`src/hdl/rmge_pkg.sv`:
```
// ----------------------------------------------------------------------------
// Run-length glyph expander package
// Shared widths, register indexes, decode phases and the group descriptor
// that passes from the sequencer to the mask unit.
// ----------------------------------------------------------------------------
package rmge_pkg;

   localparam int COORD_BITS_DEFAULT = 16;

   localparam int CODE_BITS       = 8;
   localparam int MASK_BITS       = 16;
   localparam int COLOR_BITS      = 16;
   localparam int ALPHA_BITS      = 8;
   localparam int PEN_BITS        = COLOR_BITS + ALPHA_BITS;
   localparam int CSR_DATA_BITS   = PEN_BITS;
   localparam int CSR_INDEX_BITS  = 3;
   localparam int HALF_BITS       = 16;
   localparam int COL_BITS        = 17;
   localparam int ROW_BITS        = 17;
   localparam int LEFT_BITS       = 7;
   localparam int REM_BITS        = 8;
   localparam int OFF_BITS        = 10;
   localparam int CLIP_BITS       = 12;
   localparam int CLIP_LOW_MAX    = 1 << OFF_BITS;
   localparam int CLIP_HIGH_MAX   = (1 << OFF_BITS) - 1;
   localparam int PIXELS_PER_CODE = 8;
   localparam int GROUP_STEP      = 2 * PIXELS_PER_CODE;
   localparam int RUN_FLAG_BIT    = 7;

   typedef enum logic [CSR_INDEX_BITS-1:0] {
      REG_GLYPH_WIDTH = 3'd0,
      REG_SKIP_ROWS   = 3'd1,
      REG_FIRST_ROW   = 3'd2,
      REG_LAST_ROW    = 3'd3,
      REG_START_COL   = 3'd4,
      REG_CLIP_LEFT   = 3'd5,
      REG_CLIP_RIGHT  = 3'd6,
      REG_PEN         = 3'd7
   } csr_index_type;

   typedef enum logic [1:0] {
      PH_HEADER  = 2'd0,
      PH_REPEAT  = 2'd1,
      PH_LITERAL = 2'd2
   } phase_type;

   typedef struct packed {
      logic [CODE_BITS-1:0]        pattern;
      logic                        two;
      logic [OFF_BITS-1:0]         offset;
      logic signed [CLIP_BITS-1:0] low;
      logic signed [CLIP_BITS-1:0] high;
   } group_ctl_type;

endpackage

```
`src/hdl/rmge_group_mask.sv`:
```
// ----------------------------------------------------------------------------
// Group mask unit
// Builds the clipped 16-pixel mask of one group from the pattern byte, the
// group offset within the run and the clip bounds relative to the run start.
// ----------------------------------------------------------------------------
module rmge_group_mask (
   input  rmge_pkg::group_ctl_type              group_ctl,
   output logic [rmge_pkg::MASK_BITS-1:0]       group_mask
);
   import rmge_pkg::*;

   for (genvar i = 0; i < MASK_BITS; i++) begin : g_bit
      logic signed [CLIP_BITS-1:0] pos;
      logic                        pix;

      assign pos = $signed(CLIP_BITS'(group_ctl.offset) + CLIP_BITS'(i));
      assign pix = (i < CODE_BITS) ? group_ctl.pattern[i % CODE_BITS]
                                   : (group_ctl.two & group_ctl.pattern[i % CODE_BITS]);
      assign group_mask[i] = pix && (pos >= group_ctl.low) && (pos <= group_ctl.high);
   end

endmodule

```
`src/hdl/rle_mono_glyph_expander_top.sv`:
```
// ----------------------------------------------------------------------------
// Run-length monochrome glyph expander
// Decodes a run-length coded 1-bit glyph byte by byte and emits clipped
// pixel masks of up to 16 pixels with position, color and alpha.
// ----------------------------------------------------------------------------
// A header byte passes through the head and check states, or only the head
// state when the glyph width is zero. A pattern byte that draws nothing, and
// any byte that arrives after the glyph has ended, is taken in the idle
// state. A pattern byte that draws is split into 16-pixel groups (1 for a
// literal byte, up to 64 for a repeat run). One shared adder steps through
// the column base, both clip bounds, the row and then one group per cycle
// while the result side does not stall, and the input is stalled until that
// sequence ends. Each item's last result carries last_of_item; a byte that
// is fully clipped, has a zero pattern, lies in a skipped row or arrives with
// zero alpha gives no result.
module rle_mono_glyph_expander_top #(
   parameter int COORD_BITS = rmge_pkg::COORD_BITS_DEFAULT
) (
   input  logic                                  clock,
   input  logic                                  reset,
   input  logic                                  csr_write_enable,
   input  logic [rmge_pkg::CSR_INDEX_BITS-1:0]   csr_index,
   input  logic [rmge_pkg::CSR_DATA_BITS-1:0]    csr_write_data,
   input  logic                                  req_valid,
   output logic                                  req_stall,
   input  logic [rmge_pkg::CODE_BITS-1:0]        req_code_byte,
   input  logic                                  req_glyph_start,
   output logic                                  rsp_valid,
   input  logic                                  rsp_stall,
   output logic signed [COORD_BITS-1:0]          rsp_pixel_x,
   output logic signed [COORD_BITS-1:0]          rsp_pixel_y,
   output logic [rmge_pkg::MASK_BITS-1:0]        rsp_pixel_mask,
   output logic [rmge_pkg::COLOR_BITS-1:0]       rsp_color,
   output logic [rmge_pkg::ALPHA_BITS-1:0]       rsp_alpha,
   output logic                                  rsp_last_of_item
);
   import rmge_pkg::*;

   localparam int XW = ((COORD_BITS > COL_BITS + 1) ? COORD_BITS : COL_BITS + 1) + 2;

   typedef enum logic [8:0] {
      ST_IDLE  = 9'b000000001,
      ST_HEAD  = 9'b000000010,
      ST_CHECK = 9'b000000100,
      ST_XBASE = 9'b000001000,
      ST_LOWER = 9'b000010000,
      ST_UPPER = 9'b000100000,
      ST_YPOS  = 9'b001000000,
      ST_GROUP = 9'b010000000,
      ST_FLUSH = 9'b100000000
   } seq_state_type;

   function automatic logic signed [XW-1:0] coord_ext(input logic [HALF_BITS-1:0] v);
      logic [2*HALF_BITS-1:0]       z;
      logic signed [COORD_BITS-1:0] c;
      z = {{HALF_BITS{1'b0}}, v};
      c = z[COORD_BITS-1:0];
      return XW'(c);
   endfunction

   seq_state_type state_ff, state_in;

   logic [CODE_BITS-1:0]  glyph_width_ff;
   logic [CODE_BITS-1:0]  skip_rows_ff;
   logic [HALF_BITS-1:0]  first_row_ff;
   logic [HALF_BITS-1:0]  last_row_ff;
   logic [HALF_BITS-1:0]  start_col_ff;
   logic [HALF_BITS-1:0]  clip_left_ff;
   logic [HALF_BITS-1:0]  clip_right_ff;
   logic [PEN_BITS-1:0]   pen_ff;

   phase_type             phase_ff, phase_in;
   logic [LEFT_BITS-1:0]  bytes_left_ff, bytes_left_in;
   logic [COL_BITS-1:0]   cur_col_ff, cur_col_in;
   logic [ROW_BITS-1:0]   cur_row_ff, cur_row_in;
   logic [CODE_BITS-1:0]  rows_skipped_ff, rows_skipped_in;
   logic                  finished_ff, finished_in;
   logic [REM_BITS-1:0]   rem_ff, rem_in;
   logic                  hold_valid_ff, hold_valid_in;
   logic                  rsp_valid_ff, rsp_valid_in;

   logic [CODE_BITS-1:0]        code_ff, code_in;
   logic [COL_BITS-1:0]         col_base_ff, col_base_in;
   logic signed [XW-1:0]        x_ff, x_in;
   logic signed [CLIP_BITS-1:0] dl_ff, dl_in;
   logic signed [CLIP_BITS-1:0] dh_ff, dh_in;
   logic [COORD_BITS-1:0]       y_ff, y_in;
   logic [OFF_BITS-1:0]         off_ff, off_in;
   logic [COORD_BITS-1:0]       hold_x_ff, hold_x_in;
   logic [MASK_BITS-1:0]        hold_mask_ff, hold_mask_in;
   logic [COORD_BITS-1:0]       out_x_ff, out_x_in;
   logic [COORD_BITS-1:0]       out_y_ff, out_y_in;
   logic [MASK_BITS-1:0]        out_mask_ff, out_mask_in;
   logic [COLOR_BITS-1:0]       out_color_ff, out_color_in;
   logic [ALPHA_BITS-1:0]       out_alpha_ff, out_alpha_in;
   logic                        out_last_ff, out_last_in;

   logic signed [XW-1:0]        op_a, op_b, sum;
   logic                        op_sub;
   logic signed [CLIP_BITS-1:0] lo_clamp, hi_clamp;
   group_ctl_type               group_ctl;
   logic [MASK_BITS-1:0]        group_mask;
   logic                        out_free;
   logic                        draw;
   logic [REM_BITS-1:0]         count;
   logic [REM_BITS-1:0]         rem_next;

   always_comb begin
      op_a   = x_ff;
      op_b   = XW'(GROUP_STEP);
      op_sub = 1'b0;
      unique case (state_ff)
         ST_XBASE: begin
            op_a = coord_ext(start_col_ff);
            op_b = XW'(col_base_ff);
         end
         ST_LOWER: begin
            op_a   = coord_ext(clip_left_ff);
            op_b   = x_ff;
            op_sub = 1'b1;
         end
         ST_UPPER: begin
            op_a   = coord_ext(clip_right_ff);
            op_b   = x_ff;
            op_sub = 1'b1;
         end
         ST_YPOS, ST_CHECK: begin
            op_a = coord_ext(first_row_ff);
            op_b = XW'(cur_row_ff);
         end
         default: begin
            op_a = x_ff;
         end
      endcase
      sum = op_sub ? (op_a - op_b) : (op_a + op_b);
   end

   always_comb begin
      if (sum <= 0) begin
         lo_clamp = '0;
      end else if (sum > CLIP_LOW_MAX) begin
         lo_clamp = CLIP_BITS'(CLIP_LOW_MAX);
      end else begin
         lo_clamp = sum[CLIP_BITS-1:0];
      end
      if (sum < 0) begin
         hi_clamp = '1;
      end else if (sum > CLIP_HIGH_MAX) begin
         hi_clamp = CLIP_BITS'(CLIP_HIGH_MAX);
      end else begin
         hi_clamp = sum[CLIP_BITS-1:0];
      end
   end

   assign group_ctl.pattern = code_ff;
   assign group_ctl.two     = (rem_ff >= REM_BITS'(2));
   assign group_ctl.offset  = off_ff;
   assign group_ctl.low     = dl_ff;
   assign group_ctl.high    = dh_ff;

   rmge_group_mask u_group_mask (
      .group_ctl  (group_ctl),
      .group_mask (group_mask)
   );

   assign out_free = !rsp_valid_ff || !rsp_stall;
   assign draw     = (rows_skipped_ff >= skip_rows_ff)
                     && (pen_ff[PEN_BITS-1:COLOR_BITS] != '0)
                     && (req_code_byte != '0);
   assign count    = REM_BITS'(bytes_left_ff) + REM_BITS'(1);
   assign rem_next = group_ctl.two ? (rem_ff - REM_BITS'(2)) : (rem_ff - REM_BITS'(1));

   always_comb begin
      state_in        = state_ff;
      phase_in        = phase_ff;
      bytes_left_in   = bytes_left_ff;
      cur_col_in      = cur_col_ff;
      cur_row_in      = cur_row_ff;
      rows_skipped_in = rows_skipped_ff;
      finished_in     = finished_ff;
      rem_in          = rem_ff;
      hold_valid_in   = hold_valid_ff;
      rsp_valid_in    = rsp_valid_ff;
      code_in         = code_ff;
      col_base_in     = col_base_ff;
      x_in            = x_ff;
      dl_in           = dl_ff;
      dh_in           = dh_ff;
      y_in            = y_ff;
      off_in          = off_ff;
      hold_x_in       = hold_x_ff;
      hold_mask_in    = hold_mask_ff;
      out_x_in        = out_x_ff;
      out_y_in        = out_y_ff;
      out_mask_in     = out_mask_ff;
      out_color_in    = out_color_ff;
      out_alpha_in    = out_alpha_ff;
      out_last_in     = out_last_ff;

      if (rsp_valid_ff && !rsp_stall) begin
         rsp_valid_in = 1'b0;
      end

      unique case (state_ff)
         ST_IDLE: begin
            if (req_valid) begin
               code_in     = req_code_byte;
               col_base_in = cur_col_ff;
               off_in      = '0;
               if (req_glyph_start) begin
                  phase_in        = PH_HEADER;
                  bytes_left_in   = '0;
                  cur_col_in      = '0;
                  cur_row_in      = '0;
                  rows_skipped_in = '0;
                  finished_in     = 1'b0;
                  state_in        = ST_HEAD;
               end else if (finished_ff) begin
                  state_in = ST_IDLE;
               end else if (phase_ff == PH_HEADER) begin
                  state_in = ST_HEAD;
               end else if (phase_ff == PH_REPEAT) begin
                  rem_in        = count;
                  cur_col_in    = cur_col_ff + COL_BITS'({count, 3'b000});
                  bytes_left_in = '0;
                  phase_in      = PH_HEADER;
                  if (draw) begin
                     state_in = ST_XBASE;
                  end
               end else begin
                  rem_in     = REM_BITS'(1);
                  cur_col_in = cur_col_ff + COL_BITS'(PIXELS_PER_CODE);
                  if (bytes_left_ff == '0) begin
                     phase_in = PH_HEADER;
                  end else begin
                     bytes_left_in = bytes_left_ff - LEFT_BITS'(1);
                  end
                  if (draw) begin
                     state_in = ST_XBASE;
                  end
               end
            end
         end
         ST_HEAD: begin
            if (glyph_width_ff == '0) begin
               finished_in = 1'b1;
               state_in    = ST_IDLE;
            end else begin
               if (cur_col_ff >= COL_BITS'(glyph_width_ff)) begin
                  cur_col_in = '0;
                  if (rows_skipped_ff < skip_rows_ff) begin
                     rows_skipped_in = rows_skipped_ff + CODE_BITS'(1);
                  end else begin
                     cur_row_in = cur_row_ff + ROW_BITS'(1);
                  end
               end
               state_in = ST_CHECK;
            end
         end
         ST_CHECK: begin
            if ((rows_skipped_ff >= skip_rows_ff) && (sum > coord_ext(last_row_ff))) begin
               finished_in = 1'b1;
            end else begin
               bytes_left_in = code_ff[LEFT_BITS-1:0];
               phase_in      = code_ff[RUN_FLAG_BIT] ? PH_REPEAT : PH_LITERAL;
            end
            state_in = ST_IDLE;
         end
         ST_XBASE: begin
            x_in     = sum;
            state_in = ST_LOWER;
         end
         ST_LOWER: begin
            dl_in    = lo_clamp;
            state_in = ST_UPPER;
         end
         ST_UPPER: begin
            dh_in    = hi_clamp;
            state_in = ST_YPOS;
         end
         ST_YPOS: begin
            y_in     = sum[COORD_BITS-1:0];
            state_in = ST_GROUP;
         end
         ST_GROUP: begin
            if ((group_mask != '0) && hold_valid_ff && !out_free) begin
               state_in = ST_GROUP;
            end else begin
               if (group_mask != '0) begin
                  if (hold_valid_ff) begin
                     rsp_valid_in = 1'b1;
                     out_x_in     = hold_x_ff;
                     out_y_in     = y_ff;
                     out_mask_in  = hold_mask_ff;
                     out_color_in = pen_ff[COLOR_BITS-1:0];
                     out_alpha_in = pen_ff[PEN_BITS-1:COLOR_BITS];
                     out_last_in  = 1'b0;
                  end
                  hold_valid_in = 1'b1;
                  hold_x_in     = x_ff[COORD_BITS-1:0];
                  hold_mask_in  = group_mask;
               end
               x_in   = sum;
               off_in = off_ff + OFF_BITS'(GROUP_STEP);
               rem_in = rem_next;
               if (rem_next == '0) begin
                  state_in = ST_FLUSH;
               end
            end
         end
         ST_FLUSH: begin
            if (!hold_valid_ff) begin
               state_in = ST_IDLE;
            end else if (out_free) begin
               rsp_valid_in  = 1'b1;
               out_x_in      = hold_x_ff;
               out_y_in      = y_ff;
               out_mask_in   = hold_mask_ff;
               out_color_in  = pen_ff[COLOR_BITS-1:0];
               out_alpha_in  = pen_ff[PEN_BITS-1:COLOR_BITS];
               out_last_in   = 1'b1;
               hold_valid_in = 1'b0;
               state_in      = ST_IDLE;
            end
         end
         default: begin
            state_in = ST_IDLE;
         end
      endcase
   end

   always_ff @(posedge clock) begin
      if (reset) begin
         state_ff        <= ST_IDLE;
         glyph_width_ff  <= '0;
         skip_rows_ff    <= '0;
         first_row_ff    <= '0;
         last_row_ff     <= '0;
         start_col_ff    <= '0;
         clip_left_ff    <= '0;
         clip_right_ff   <= '0;
         pen_ff          <= '0;
         phase_ff        <= PH_HEADER;
         bytes_left_ff   <= '0;
         cur_col_ff      <= '0;
         cur_row_ff      <= '0;
         rows_skipped_ff <= '0;
         finished_ff     <= 1'b0;
         rem_ff          <= '0;
         hold_valid_ff   <= 1'b0;
         rsp_valid_ff    <= 1'b0;
      end else begin
         state_ff        <= state_in;
         phase_ff        <= phase_in;
         bytes_left_ff   <= bytes_left_in;
         cur_col_ff      <= cur_col_in;
         cur_row_ff      <= cur_row_in;
         rows_skipped_ff <= rows_skipped_in;
         finished_ff     <= finished_in;
         rem_ff          <= rem_in;
         hold_valid_ff   <= hold_valid_in;
         rsp_valid_ff    <= rsp_valid_in;
         if (csr_write_enable) begin
            unique case (csr_index)
               REG_GLYPH_WIDTH: glyph_width_ff <= csr_write_data[CODE_BITS-1:0];
               REG_SKIP_ROWS:   skip_rows_ff   <= csr_write_data[CODE_BITS-1:0];
               REG_FIRST_ROW:   first_row_ff   <= csr_write_data[HALF_BITS-1:0];
               REG_LAST_ROW:    last_row_ff    <= csr_write_data[HALF_BITS-1:0];
               REG_START_COL:   start_col_ff   <= csr_write_data[HALF_BITS-1:0];
               REG_CLIP_LEFT:   clip_left_ff   <= csr_write_data[HALF_BITS-1:0];
               REG_CLIP_RIGHT:  clip_right_ff  <= csr_write_data[HALF_BITS-1:0];
               REG_PEN:         pen_ff         <= csr_write_data[PEN_BITS-1:0];
               default: begin
               end
            endcase
         end
      end
   end

   always_ff @(posedge clock) begin
      code_ff      <= code_in;
      col_base_ff  <= col_base_in;
      x_ff         <= x_in;
      dl_ff        <= dl_in;
      dh_ff        <= dh_in;
      y_ff         <= y_in;
      off_ff       <= off_in;
      hold_x_ff    <= hold_x_in;
      hold_mask_ff <= hold_mask_in;
      out_x_ff     <= out_x_in;
      out_y_ff     <= out_y_in;
      out_mask_ff  <= out_mask_in;
      out_color_ff <= out_color_in;
      out_alpha_ff <= out_alpha_in;
      out_last_ff  <= out_last_in;
   end

   assign req_stall        = (state_ff != ST_IDLE);
   assign rsp_valid        = rsp_valid_ff;
   assign rsp_pixel_x      = out_x_ff;
   assign rsp_pixel_y      = out_y_ff;
   assign rsp_pixel_mask   = out_mask_ff;
   assign rsp_color        = out_color_ff;
   assign rsp_alpha        = out_alpha_ff;
   assign rsp_last_of_item = out_last_ff;

endmodule

```
`config.mk`:
```
export PLATFORM = sky130hd
export DESIGN_NAME = rle_mono_glyph_expander_top
export DESIGN_NICKNAME = d
export VERILOG_FILES = /design/src/hdl/rmge_pkg.sv /design/src/hdl/rmge_group_mask.sv /design/src/hdl/rle_mono_glyph_expander_top.sv
export SDC_FILE = /design/constraint.sdc
export NUM_CORES = 1
export LEC_CHECK = 0
export BUFFER_PORTS_ARGS = -buffer_cell sky130_fd_sc_hd__buf_2
export CAP_MARGIN = 20
export CELL_PAD_IN_SITES_DETAIL_PLACEMENT = 0
export CELL_PAD_IN_SITES_GLOBAL_PLACEMENT = 1
export CORE_AREA = 2 2 190 192
export CTS_BUF_LIST = sky130_fd_sc_hd__clkbuf_2 sky130_fd_sc_hd__clkbuf_4 sky130_fd_sc_hd__clkbuf_8
export CTS_CLUSTER_SIZE = 8
export DETAILED_ROUTE_END_ITERATION = 8
export DIE_AREA = 0 0 192 194
export GPL_ROUTABILITY_DRIVEN = 0
export PLACE_DENSITY_LB_ADDON = 0.1
export SYNTH_ARGS = -nofsm -noshare
export SYNTH_HDL_FRONTEND = slang
export SYNTH_SLANG_ARGS = --single-unit
```
`constraint.sdc`:
```
create_clock -name clock -period 13.53 [get_ports clock]
set_input_delay 2.0295 -clock clock [delete_from_list [all_inputs] [get_ports clock]]
set_output_delay 2.0295 -clock clock [all_outputs]
set_load 0.02 [all_outputs]
```
-- Yosys cells after proc, flatten, opt, wreduce, memory -nomap -nowiden
Index checks and enable logic that the tools add are counted.
- bitwise logic cells: 9
- magnitude comparators: 41
- add/subtract/negate cells: 26
- equality and inequality tests: 42
- reduce and logical (&&, ||, !) cells: 82
- multiplexer cells: 120
- operators with widths (kind ; count):
    16-bit 2-to-1 mux ; 20
    17-bit 2-to-1 mux ; 12
    12-bit greater-or-equal comparator ; 15
    12-bit <= comparator ; 15
    8-bit 2-to-1 mux ; 17
    16-bit one-hot mux with 2 select lines ; 4
    10-bit by 4-bit adder with 11-bit output, second input constant ; 8
    9-bit 2-to-1 mux ; 9
    20-bit one-hot mux with 4 select lines ; 1
    9-bit one-hot mux with 8 select lines ; 1
    17-bit one-hot mux with 2 select lines ; 2
    20-bit one-hot mux with 3 select lines ; 1
    7-bit 2-to-1 mux ; 7
    8-bit one-hot mux with 2 select lines ; 3
    10-bit by 3-bit adder with 11-bit output, second input constant ; 4
    6-bit AND reduction ; 7
    20-bit 2-to-1 mux ; 2
    20-bit one-hot mux with 2 select lines ; 1
    1-bit logical AND ; 38
    2-bit != test, second input constant ; 17
    10-bit by 2-bit adder with 11-bit output, second input constant ; 2
    20-bit adder ; 1
    20-bit by 11-bit greater-than comparator with 1-bit output, second input constant ; 1
    20-bit by 12-bit greater-than comparator with 1-bit output, second input constant ; 1
    other kinds (65) ; 131
- output and inout port bits: 75
- register bits: 391
- logic and storage cells: 355

-- Logic depth before layout (Yosys ltp)
- depth after elaboration: 9
- depth in mapped cells: 31

-- Modules after synthesis
From an unflattened synthesis, not the netlist that was laid out.
- cells, all modules: 3000
- area, all modules: 26751.9 sq um
- by module, submodules not included (module ; area an instance (sq um) ; cells each ; times used ; sequential area each (sq um)):
    rle_mono_glyph_expander_top ; 18353.9 ; 1920 ; 1 ; 9559.2
    rmge_group_mask ; 8398.1 ; 1080 ; 1 ; 0.0

-- Worst setup path before layout
No wires, ideal clock.
- path type: flip-flop to flip-flop
- start: reg state_ff[3]
- end: reg out_alpha_ff[0] (netlist: rsp_alpha[0]) (enable)
- stages on the path, launching flop included: 8
- data arrival time: 7791 ps
- slack: 5117 ps
- path buffers: 2
- cells stage by stage: dfxtp_1 > buf_2 > or3_1 > or4_1 > nor3b_1 > clkbuf_1 > nand2_1 > a221oi_1
- word-level cells in the longest chain between the ends: 3
- elaborated cells between the ends (all ways): 9
- ends and longest elaborated chain (element ; RTL line ; RTL):
    start: declaration ; rle_mono_glyph_expander_top.sv:61 ; seq_state_type state_ff, state_in;
    start signal: assignment ; rle_mono_glyph_expander_top.sv:353 ; state_ff <= state_in;
    9-bit == test / 9-bit by 8-bit == test with 1-bit output (equally long branches) ; rle_mono_glyph_expander_top.sv:204 ; unique case (state_ff)
    2-bit != test (no source line) / 2-bit nonzero test (equally long branches) ; -- ;
    6-bit AND reduction (no source line) (*) ; -- ;
    end signal: assignment ; rle_mono_glyph_expander_top.sv:394 ; out_alpha_ff <= out_alpha_in;
    end: declaration ; rle_mono_glyph_expander_top.sv:95 ; logic [ALPHA_BITS-1:0] out_alpha_ff, out_alpha_in;
Mark *: on every way between the ends. The rest lies on a longest branch, timed or not.
A chain may end at the register's enable or synchronous reset.

-- Final worst setup path
- start: reg state_ff[8]
- end: reg bytes_left_ff[4]
- word-level cells in the longest chain between the ends: 9
- elaborated cells between the ends (all ways): 24
- ends and longest elaborated chain (element ; RTL line ; RTL):
    9-bit by 3-bit == test with 1-bit output, or another cell as far along ; rle_mono_glyph_expander_top.sv:112 ; unique case (state_ff)
    2-bit OR reduction, on equally long branches ; -- ;
    20-bit one-hot mux with 4 select lines / 20-bit one-hot mux with 3 select lines (equally long branches) ; rle_mono_glyph_expander_top.sv:112 ;
    20-bit adder / 20-bit subtractor (equally long branches) ; rle_mono_glyph_expander_top.sv:135 ; sum = op_sub ? (op_a - op_b) : (op_a + op_b);
    20-bit 2-to-1 mux (*) ; rle_mono_glyph_expander_top.sv:135 ;
    via sum[19] ; rle_mono_glyph_expander_top.sv:98 ; logic signed [XW-1:0] op_a, op_b, sum;
    20-bit by 16-bit greater-than comparator with 1-bit output (*) ; rle_mono_glyph_expander_top.sv:261 ; if ((rows_skipped_ff >= skip_rows_ff) && (sum > coord_ext(last_row_ff))) begin
    1-bit logical AND (*) ; rle_mono_glyph_expander_top.sv:261 ;
    2-bit != test (no source line) (*) ; -- ;
    6-bit AND reduction (no source line) (*) ; -- ;
    end signal: assignment ; rle_mono_glyph_expander_top.sv:355 ; bytes_left_ff <= bytes_left_in;
    end: declaration ; rle_mono_glyph_expander_top.sv:73 ; logic [LEFT_BITS-1:0] bytes_left_ff, bytes_left_in;
The timed path passes the listed nets; every way through them passes the cells marked *.

==> impl_metrics.env <==
export IMPL_dieArea_sq_mm=0.03725
export IMPL_dpl_cell_count=2423
export IMPL_grtUsageTotal=0.2794
export IMPL_diodes=0
export IMPL_area_growth_pct=12.16
export IMPL_slew_viol_final=0
export IMPL_dr_pass1_iters=7
export IMPL_r2r_start="state_ff[8]"
export IMPL_ant_nets=0
export IMPL_cap_violations=0
export IMPL_synthesis_instances=1914
export IMPL_cp_arrival_ns=7.88
export IMPL_avgViaCountPerCell=5.925
export IMPL_period_share=0.5410
export IMPL_ys_seq_area_frac=0.5171
export IMPL_fp_dieH_microns=194
export IMPL_layout_min_cycle_time_ns=7.320
export IMPL_wirelength_mm=51.57
export IMPL_cp_slowest_stage_delay_ns=0.73
export IMPL_coreArea_sq_mm=0.03522
export IMPL_nets=2153
export IMPL_ys_flop_type="edfxtp_1"
export IMPL_drive_above_1_share=0.1347
export IMPL_synth_cell_types=84
export IMPL_p_leak_uw=0.007613
export IMPL_multi_input_area_sq_mm=0.008270
export IMPL_final_cell_area_sq_mm=0.02073
export IMPL_yosys_area_top_type_share=0.3135
export IMPL_hold_viol=0
export IMPL_outcome="finished, final reports clean"
export IMPL_async_flop_share=0
export IMPL_endpoint_kind="register"
export IMPL_cts_sinks=381
export IMPL_yosys_register_bits=381
export IMPL_clock_latency_ns=0.67
export IMPL_r2r_slack_ns=6.21
export IMPL_fin_tns_setup_ns=0
export IMPL_p_per_area_mw_per_mm2=117.3
export IMPL_fillers=3108
export IMPL_grt_max_degree=73
export IMPL_synth_edff_count=193
export IMPL_detailed_place_hpwl_mm=37.47
export IMPL_placed_area_sq_mm=0.01952
export IMPL_regArea_sq_mm=0.009559
export IMPL_remaining_drc_errors=0
export IMPL_cts_resized=0
export IMPL_std_cell_rows=69
export IMPL_cts_buffer_depth=3
export IMPL_die_x_microns=192
export IMPL_cpMostUsedCell="ha_1"
export IMPL_yosys_warnings=0
export IMPL_hp_start="hold_x_ff[0]"
export IMPL_ir_worst_vdd_v=0.00009691
export IMPL_critPathLaunch="state_ff[8]"
export IMPL_max_freq_mhz=136.6
export IMPL_htreeDepth=2
export IMPL_wl_per_cell_microns=20.37
export IMPL_netlist_area_sq_mm=0.01849
export IMPL_root_buffer="clkbuf_8"
export IMPL_finalSetupViolCount=0
export IMPL_worst_pin_slew_ns=1.072
export IMPL_start_kind="register"
export IMPL_route_vias_total=15000
export IMPL_clkSlewWorstSetupHoldPaths_ns=0.06
export IMPL_required_ns=14.09
export IMPL_start_util=0.5248
export IMPL_rsz0062_at_grt="no"
export IMPL_overflow=0
export IMPL_synth_nets=2040
export IMPL_antenna_found_initial=0
export IMPL_synth_area_leaders="edfxtp_1 31%, dfxtp_1 20%, nand2_1 6.8%"
export IMPL_cts_buffers=60
export IMPL_cts_tree="yes"
export IMPL_slew_headroom=0.2852
export IMPL_io_pins=116
export IMPL_instances_no_fill=2532
export IMPL_slowest_stage="or4_1"
export IMPL_synth_area_leader_cell="edfxtp_1"
export IMPL_avgSynthCellArea_sq_um=9.659
export IMPL_min_path_type="reg2reg"
export IMPL_fin_skew_ns=0.02593
export IMPL_path_class="reg2reg"
export IMPL_cts_hold_buffers=0
export IMPL_io_buffer_count=115
export IMPL_drtIter0Drc=1420
export IMPL_cts_setup_buffers=0
export IMPL_grt_pass1_wl_mm=80.52
export IMPL_grt_pass1_vias=14370
export IMPL_crit_fanout=36
where the power goes:
part / switching, uW / leakage, uW / internal [uW]
combinational: 131 / 0.00371 / 62.2
sequential: 33.1 / 0.00327 / 1240
clock: 446 / 0.000634 / 522
cells by family after synthesis:
family,count (synthesis),synth area share
other cells,1,0.0002029
xor+xnor,78,0.03736
mux,7,0.003993
compound gates,447,0.1580
flops,381,0.5171
simple gates,732,0.1866
buf+inv,183,0.03838
fa+ha+maj,85,0.05834
worst max-delay path: cells and delay by family, from the launching register on:
| family | cells | cell delay [ns] |
|---|---|---|
| compound gates | 11 | 2.31 |
| fa+ha+maj | 3 | 0.95 |
| buf+inv | 3 | 0.75 |
| simple gates | 9 | 2.22 |
| xor+xnor | 2 | 0.63 |
| flops | 1 | 0.36 |
synthesized netlist by cell type (10+ instances only):
cell	instances
nor4_1	12
dfxtp_1	188
a31oi_1	12
xor2_1	45
nand2b_1	19
nand4_1	25
a222oi_1	18
and3_1	15
a21o_1	20
edfxtp_1	193
and4_1	12
clkbuf_1	66
or3_1	12
xnor2_1	32
or4_1	11
o21ai_0	32
a32oi_1	10
and2_1	13
nor2_1	125
a22oi_1	23
nand3_1	51
ha_1	83
nor3_1	49
inv_1	88
a211oi_1	12
o21bai_1	10
a21oi_1	198
nor2b_1	14
nand2_1	334
o21a_1	18
per-stage QoR:
step                worst slack, ns  hold WS [ns]  utilization  total power (uW)
CTS                           6.322        0.4153       0.5878              2450
finish                        6.210        0.4147       0.5886              2433
global route                  5.525        0.4199       0.5886              2526
floorplan                     5.117        0.4003            -              1412
detailed placement            6.341        0.4045       0.5541              1485
global placement              6.705        0.4007       0.5537              1481
final timing paths:
| check | endpoint | cells past startpoint |
|---|---|---|
| hold reg to reg | rsp_pixel_x[0] | 0 |
| setup reg to reg | bytes_left_ff[4] | 28 |
| setup / recovery | bytes_left_ff[4] | 28 |
| hold / removal | rsp_pixel_x[0] | 0 |
per-layer routing:
| layer | GRT usage | vias up | part of all wire |
|---|---|---|---|
| met5 | 0 | - | 0 |
| met4 | 0.09669 | 0 | 0.031 |
| met3 | 0.05014 | 104 | 0.075 |
| met2 | 0.4256 | 588 | 0.44 |
| met1 | 0.4013 | 7144 | 0.45 |
| li1 | - | 7166 | - |
state kept, by name, indices dropped and copies added (netlist names), 9 cells and up:
register	count
col_base_ff	14
first_row_ff	16
cur_row_ff	17
start_col_ff	16
dh_ff	12
hold_x_ff	16
dl_ff	12
rsp_pixel_x	16
rsp_pixel_y	16
x_ff	20
cur_col_ff	14
y_ff	16
state_ff	9
hold_mask_ff	16
clip_left_ff	16
pen_ff	24
last_row_ff	16
rsp_color	16
clip_right_ff	16
rsp_pixel_mask	16
cell usage in the layout, fill, tap and decap left out, drive strengths merged, types with 19 or more instances in the layout:
cell / count
edfxtp: 193
buf: 141
o21ai: 39
clkbuf: 95
dfxtp: 188
nor2: 126
ha: 83
a22oi: 23
a21oi: 199
inv: 90
a21o: 20
xnor2: 33
xor2: 45
nor3: 52
nand2b: 19
nand4: 25
nand2: 334
nand3: 51
area by class of cell:
type,count,share of cell area
Sequential cell,381,0.4610
Multi-Input combinational cell,1350,0.3989
Clock buffer,94,0.05395
Timing Repair Buffer,142,0.03826
Tap cell,461,0.02782
Inverter,92,0.01666
Clock inverter,12,0.003379
No activity file was read; power rests on OpenSTA's default activity.
